`src/rrpc_pkg.sv`:
```
// Shared types, constants and the arctangent table of the rounded-rectangle pixel classifier.
`default_nettype none
package rrpc_pkg;

    // Pixel actions.
    localparam logic [1:0] ACT_UNCH   = 2'd0;
    localparam logic [1:0] ACT_BG     = 2'd1;
    localparam logic [1:0] ACT_SRC    = 2'd2;
    localparam logic [1:0] ACT_BORDER = 2'd3;

    // Configuration register indexes.
    localparam logic [2:0] REG_REGION_X = 3'd0;
    localparam logic [2:0] REG_REGION_Y = 3'd1;
    localparam logic [2:0] REG_REGION_W = 3'd2;
    localparam logic [2:0] REG_REGION_H = 3'd3;
    localparam logic [2:0] REG_RADII    = 3'd4;
    localparam logic [2:0] REG_WIDTHS   = 3'd5;
    localparam logic [2:0] REG_SRC_SIZE = 3'd6;
    localparam logic [2:0] REG_FB_SIZE  = 3'd7;

    // Default parameter values.
    localparam int MAX_DIM_DEF      = 4096;
    localparam int CORDIC_STEPS_DEF = 16;

    // Fixed widths.
    localparam int GW     = 20;   // signed geometry width
    localparam int QUOT_W = 16;   // scaled source coordinate width
    localparam int CORD_W = 32;   // CORDIC vector component width
    localparam int Z_W    = 18;   // CORDIC angle accumulator width
    localparam int ATAN_N = 24;   // table length

    // Per-item classification side data carried along the pipeline.
    typedef struct packed {
        logic        outside;
        logic        fill_src;
        logic        corner;
        logic        edge_bdr;
        logic [7:0]  r;
        logic [7:0]  ws;
        logic [7:0]  wv;
        logic [7:0]  a8;
        logic [7:0]  b8;
        logic        in_box;
        logic        a_zero;
        logic        b_zero;
        logic [15:0] sq_a;
        logic [15:0] sq_b;
        logic [15:0] sq_r;
        logic [16:0] d2;
        logic        in_rad;
        logic        centre;
    } side_t;

    // CORDIC vectoring state.
    typedef struct packed {
        logic signed [CORD_W-1:0] cx;
        logic signed [CORD_W-1:0] cy;
        logic signed [Z_W-1:0]    z;
    } cord_t;

    // atan(2^-i) in Q1.15 quarter turns, rounded to nearest.
    function automatic logic signed [Z_W-1:0] atan_entry(input int idx);
        logic signed [Z_W-1:0] v;
        v = '0;
        case (idx)
            0:  v = 18'sd16384;
            1:  v = 18'sd9672;
            2:  v = 18'sd5110;
            3:  v = 18'sd2594;
            4:  v = 18'sd1302;
            5:  v = 18'sd652;
            6:  v = 18'sd326;
            7:  v = 18'sd163;
            8:  v = 18'sd81;
            9:  v = 18'sd41;
            10: v = 18'sd20;
            11: v = 18'sd10;
            12: v = 18'sd5;
            13: v = 18'sd3;
            14: v = 18'sd1;
            15: v = 18'sd1;
            default: v = '0;
        endcase
        return v;
    endfunction

endpackage
`default_nettype wire

```
`src/rrpc_stage.sv`:
```
// One stage: a CORDIC vectoring step and a restoring-division step per axis, each if in range.
`default_nettype none
module rrpc_stage #(
    parameter int IDX   = 0,
    parameter int STEPS = rrpc_pkg::CORDIC_STEPS_DEF,
    parameter int DW    = 13
) (
    input  wire                    clk,
    input  wire                    rst_n,
    input  wire                    advance,
    input  wire                    valid_i,
    input  rrpc_pkg::side_t        side_i,
    input  rrpc_pkg::cord_t        cord_i,
    input  wire [DW:0]             rem_x_i,
    input  wire [rrpc_pkg::QUOT_W-1:0] q_x_i,
    input  wire [DW:0]             rem_y_i,
    input  wire [rrpc_pkg::QUOT_W-1:0] q_y_i,
    input  wire [DW-1:0]           den_x,
    input  wire [DW-1:0]           den_y,
    output logic                   valid_o,
    output rrpc_pkg::side_t        side_o,
    output rrpc_pkg::cord_t        cord_o,
    output logic [DW:0]            rem_x_o,
    output logic [rrpc_pkg::QUOT_W-1:0] q_x_o,
    output logic [DW:0]            rem_y_o,
    output logic [rrpc_pkg::QUOT_W-1:0] q_y_o
);

    localparam int RW = DW + 1;
    localparam int QW = rrpc_pkg::QUOT_W;

    logic            valid_reg;
    rrpc_pkg::side_t side_reg;
    rrpc_pkg::cord_t cord_reg, cord_next;
    logic [RW-1:0]   rem_x_reg, rem_x_next, rem_y_reg, rem_y_next;
    logic [QW-1:0]   q_x_reg, q_x_next, q_y_reg, q_y_next;

    // CORDIC step: rotate towards the x axis, steps beyond the count pass through.
    generate
        if (IDX < STEPS && IDX < rrpc_pkg::ATAN_N) begin : g_cord
            always_comb
            begin
                cord_next = cord_i;
                if (cord_i.cy > 0)
                begin
                    cord_next.cx = cord_i.cx + (cord_i.cy >>> IDX);
                    cord_next.cy = cord_i.cy - (cord_i.cx >>> IDX);
                    cord_next.z  = cord_i.z + rrpc_pkg::atan_entry(IDX);
                end
                else
                begin
                    cord_next.cx = cord_i.cx - (cord_i.cy >>> IDX);
                    cord_next.cy = cord_i.cy + (cord_i.cx >>> IDX);
                    cord_next.z  = cord_i.z - rrpc_pkg::atan_entry(IDX);
                end
            end
        end else begin : g_cord_pass
            assign cord_next = cord_i;
        end
    endgenerate

    // Division step: shift in the next dividend bit, subtract when it fits.
    generate
        if (IDX < QW) begin : g_div
            logic [RW-1:0] sh_x, sh_y;
            always_comb
            begin
                sh_x = {rem_x_i[DW-1:0], q_x_i[QW-1]};
                sh_y = {rem_y_i[DW-1:0], q_y_i[QW-1]};
                if (sh_x >= {1'b0, den_x})
                begin
                    rem_x_next = sh_x - {1'b0, den_x};
                    q_x_next   = {q_x_i[QW-2:0], 1'b1};
                end
                else
                begin
                    rem_x_next = sh_x;
                    q_x_next   = {q_x_i[QW-2:0], 1'b0};
                end
                if (sh_y >= {1'b0, den_y})
                begin
                    rem_y_next = sh_y - {1'b0, den_y};
                    q_y_next   = {q_y_i[QW-2:0], 1'b1};
                end
                else
                begin
                    rem_y_next = sh_y;
                    q_y_next   = {q_y_i[QW-2:0], 1'b0};
                end
            end
        end else begin : g_div_pass
            assign rem_x_next = rem_x_i;
            assign rem_y_next = rem_y_i;
            assign q_x_next   = q_x_i;
            assign q_y_next   = q_y_i;
        end
    endgenerate

    // Valid bit.
    always_ff @(posedge clk or negedge rst_n)
    begin
        if (!rst_n)
            valid_reg <= 1'b0;
        else if (advance)
            valid_reg <= valid_i;
    end

    // Payload.
    always_ff @(posedge clk)
    begin
        if (advance)
        begin
            side_reg  <= side_i;
            cord_reg  <= cord_next;
            rem_x_reg <= rem_x_next;
            rem_y_reg <= rem_y_next;
            q_x_reg   <= q_x_next;
            q_y_reg   <= q_y_next;
        end
    end

    assign valid_o = valid_reg;
    assign side_o  = side_reg;
    assign cord_o  = cord_reg;
    assign rem_x_o = rem_x_reg;
    assign rem_y_o = rem_y_reg;
    assign q_x_o   = q_x_reg;
    assign q_y_o   = q_y_reg;

endmodule
`default_nettype wire

```
`config.mk`:
```
export PLATFORM = sky130hd
export DESIGN_NAME = rrpc_stage
export DESIGN_NICKNAME = d
export VERILOG_FILES = /design/src/rrpc_pkg.sv /design/src/rrpc_stage.sv
export SDC_FILE = /design/constraint.sdc
export NUM_CORES = 1
export LEC_CHECK = 0
export ABC_AREA = 1
export BUFFER_PORTS_ARGS = -buffer_cell sky130_fd_sc_hd__buf_2
export CORE_AREA = 4 4 207 209
export DETAILED_ROUTE_END_ITERATION = 16
export DIE_AREA = 0 0 211 213
export PLACE_DENSITY = 0.65
export RECOVER_POWER = 100
export SLEW_MARGIN = 20
export SYNTH_ARGS = -nofsm -noshare
export SYNTH_HDL_FRONTEND = slang
export SYNTH_SLANG_ARGS = --single-unit
```
`constraint.sdc`:
```
create_clock -name clk -period 1.55 [get_ports clk]
set_input_delay 0.31 -clock clk [delete_from_list [all_inputs] [get_ports clk]]
set_output_delay 0.31 -clock clk [all_outputs]
set_load 0.01 [all_outputs]
```
==> impl_results.md <==
* Status: finished, violations left
* Failing checks: negative setup slack
* Initial antenna violation count at 3
* CP max FO at 4
* Post-Syn Area at between 0.015 and 0.02 mm2
* GP Congestion at about 0.97
* Reg2Reg Depth at 1
* Setup violators final at 53
* Die area at 0.0449 mm2
* Cell area after layout at around 0.029 mm2
* Row count at 74
* CTS Buf Count at 29
* Syn_area_per_cell at 8.00 um2
* CP Class: in2reg
* Fin Hold WS at 0.0448 ns
* Unique cell type count in the Yosys netlist at 41
* Sequential fraction of the synthesis area at 44.6%
* DP Cell Count at 3,499
* Global-route wire length before repair at around 110,000 um
* Synth top area share at 44.5%
* Global route total overflow at 0
* Min cycle time layout at 1.68 ns
* # nets final at approximately 3,600
* Antenna-violating nets left at 0
* VDD IR max at 844 uV
* CTS root buffer: clkbuf_16
* Combinational fraction of design power at 35.0%
* CTS Buffer Depth at 3
* Area Overhead vs Synth at 65.6%
* Synth area leaders: edfxtp_1 44%, nand2_1 16%, ha_1 9.5%
* CP arrival at around 2.0 ns
* Routed len/inst at 20.5 um
* Io pins at 543
* Worst slew margin at 46.5%
* 1st-pass router iterations at 6
* Final hold violation count at 0
* Power Internal at 16,200 uW
* WHS Path Cells at 3
* Worst-Margin Slew at roughly 0.80 ns
* Synth warn at 0
* Finished Core Util at 69.9%
* Leading area contributor after synthesis: edfxtp_1
* Largest net degree at the start of global routing at 62
* Period utilization at 109%
* Core box area at about 0.041 mm2
* CTS clk-pin slew, worst paths at 0.06 ns
* Critical path launch point type: input port
* Net Sw Frac at 33.9%
* Routed via count at 19,181
* LEAKAGE at 0.0136 uW
* Hold Crit Class: in2reg
* Syn nets at 2,577
* Sum of negative setup slack at -2.38 ns
* Final Worst Setup Slack at -0.132 ns
* Share of cells above drive strength 1 at 39.2%
* Die Y at 213 um
* Post-synth EDFFs at roughly 260
* WL final at 77,300 um
* Clk_skew at 0 ns
* Sequential share of power at 35.9%
* Placement-stage cell area at around 0.024 mm2
* Final cell count without fillers at 3,766
* Starting Density at 42.2%
* TritonCTS clock tree: yes
* Port-buffer cells at 540
* Clock power frac at 29.1%
* RSZ-0062 raised after global routing: true
* Initial DRC Count at 1,455
* Die X at 211 um
* Ys flop type: edfxtp_1
* Via density at 5.09
* Clock Latency Late Sink at between 0.5 and 0.6 ns
* Sw Pwr at about 8300 uW
* Total GRT Usage at 31.9%
* Synthesis-stage register bit count at 256
* Achievable frequency at 0.594 GHz
* DP HPWL at 60,300 um
* Remaining DRCs at 0
* Crit. End Element: flip-flop
* CP Data Required Time at 1.87 ns
* Pwr Density at 861 mW/mm2
* Max Cap Viol at 0
* Sink Count at ~260
* Max Slew Vio Count at 0
* Htree depth at 1
* Ys async rst share at less than 1%
* Synthesized instance count at roughly 2,200
* Vias in the first global route at 18,623
## metrics by stage
| step | total power [uW] | setup WS, ns |
|---|---|---|
| final | 24600 | -0.132 |
| after global placement | 16200 | -1.07 |
| after CTS | 24000 | -0.0613 |
| after floorplan | 12700 | -0.475 |
| after detailed placement | 16300 | -1.04 |
| after global routing | 25600 | -0.187 |
## path summary, 6_finish.rpt
kind | startpoint | to | slack [ns]
max | rem_x_i[8] | rem_x_o[7] | -0.13
min | rem_y_i[3] | rem_y_o[4] | 0.04
max reg2reg | valid_o | valid_o | 0.76
min reg2reg | valid_o | valid_o | 0.57
max in group asynchronous | rst_n | valid_o | 1.30
min in group asynchronous | rst_n | valid_o | 0.11
## registers in the layout (all words and copies together), names as in the netlist
name / cells
q_x_o: 16
q_y_o: 16
valid_o: 1
side_o: 114
cord_o: 81
rem_y_o: 14
rem_x_o: 14
## power groups by stage
stage | clock network, uW | registers (uW) | logic, uW
5_1_grt | 7530 | 8860 | 9210
4_1_cts | 7230 | 8770 | 8000
6_report | 7140 | 8830 | 8590
3_5_place_dp | 0 | 8900 | 7360
2_1_floorplan | 0 | 9240 | 3460
3_3_place_gp | 0 | 8890 | 7270
## synth_stat cells (7+ instances only)
cell type / instances
nand2_1: 719
inv_1: 376
edfxtp_1: 255
nand3_1: 165
nor2_1: 138
ha_1: 131
a21oi_1: 89
xor2_1: 46
o21ai_0: 45
buf_2: 29
nand4_1: 27
o21bai_1: 16
o21ai_2: 11
nor3_1: 10
xnor2_1: 10
buf_4: 9
nand3b_1: 9
nand2_2: 7
## cell usage in the layout (no fill, tap or decap), drive strengths merged
master / instances
nor2: 141
xor2: 46
clkinv: 10
mux2: 1
nand2: 727
clkinvlp: 1
a21oi: 93
buf: 612
and3: 2
inv: 390
nor3: 11
o21a: 3
and2: 3
xnor2: 10
nor4: 4
o21bai: 17
nand4: 27
o21ai: 63
diode: 3
fa: 6
ha: 131
a21o: 3
edfxtp: 255
a31oi: 6
bufinv: 4
nand3: 165
or2: 1
dfrtp: 1
dlygate4sd3: 160
nand3b: 10
clkbuf: 328
## metal layers
metal / up-vias / GRT usage (%) / routed length (um)
met1: 9059 / 41.7 / 30900
li1: 9003 / - / -
met3: 183 / 5.61 / 6480
met4: 2 / 9.86 / 3030
met2: 934 / 54.4 / 36800
met5: - / 0 / 7
## layout make-up
type	count	area [um2]
Inverter	383	1600
Clock buffer	32	737
Antenna cell	3	7.51
Multi-Input combinational cell	1470	10300
Timing Repair inverter	2	22.5
Fill cell	3277	12300
Tap cell	532	666
Sequential cell	256	7680
Clock inverter	20	225
Timing Repair Buffer	1068	7270
## logic make-up (layout without fill, tap and decap cells)
family	count (synthesis)	count (layout)	synth area share, %
AO/OA/AOI/OAI	185	185	6.23
XOR/XNOR	56	56	2.85
adder cells (fa/ha/maj)	137	137	10.2
buffers and inverters	428	1505	9.97
flip-flops	256	256	44.6
multiplexers	1	1	0.0654
other	0	3	0
AND/OR/NAND/NOR	1091	1091	26.1
## timing repair
item | CTS | global route
cloned | 1 | 6
hold buffers | 160 | 0
gates resized for setup | 140 | 348
pin swaps | 62 | 171
setup buffers | 20 | 26
setup endpoints to repair | 95 | 87
endpoints found under the hold margin | 160 | 0
## worst max-delay path: stages
cell     delay (ns)
buf_2          0.12
ha_1           0.32
nand2_1        0.15
inv_2          0.06
nand2_1        0.09
nor2_1         0.06
nand3_1        0.08
nor2_2         0.04
nor2_1         0.29
nand2_8        0.16
buf_4          0.19
nand2_1        0.07
nand2_1        0.05
No activity file was read; power rests on OpenSTA's default activity.
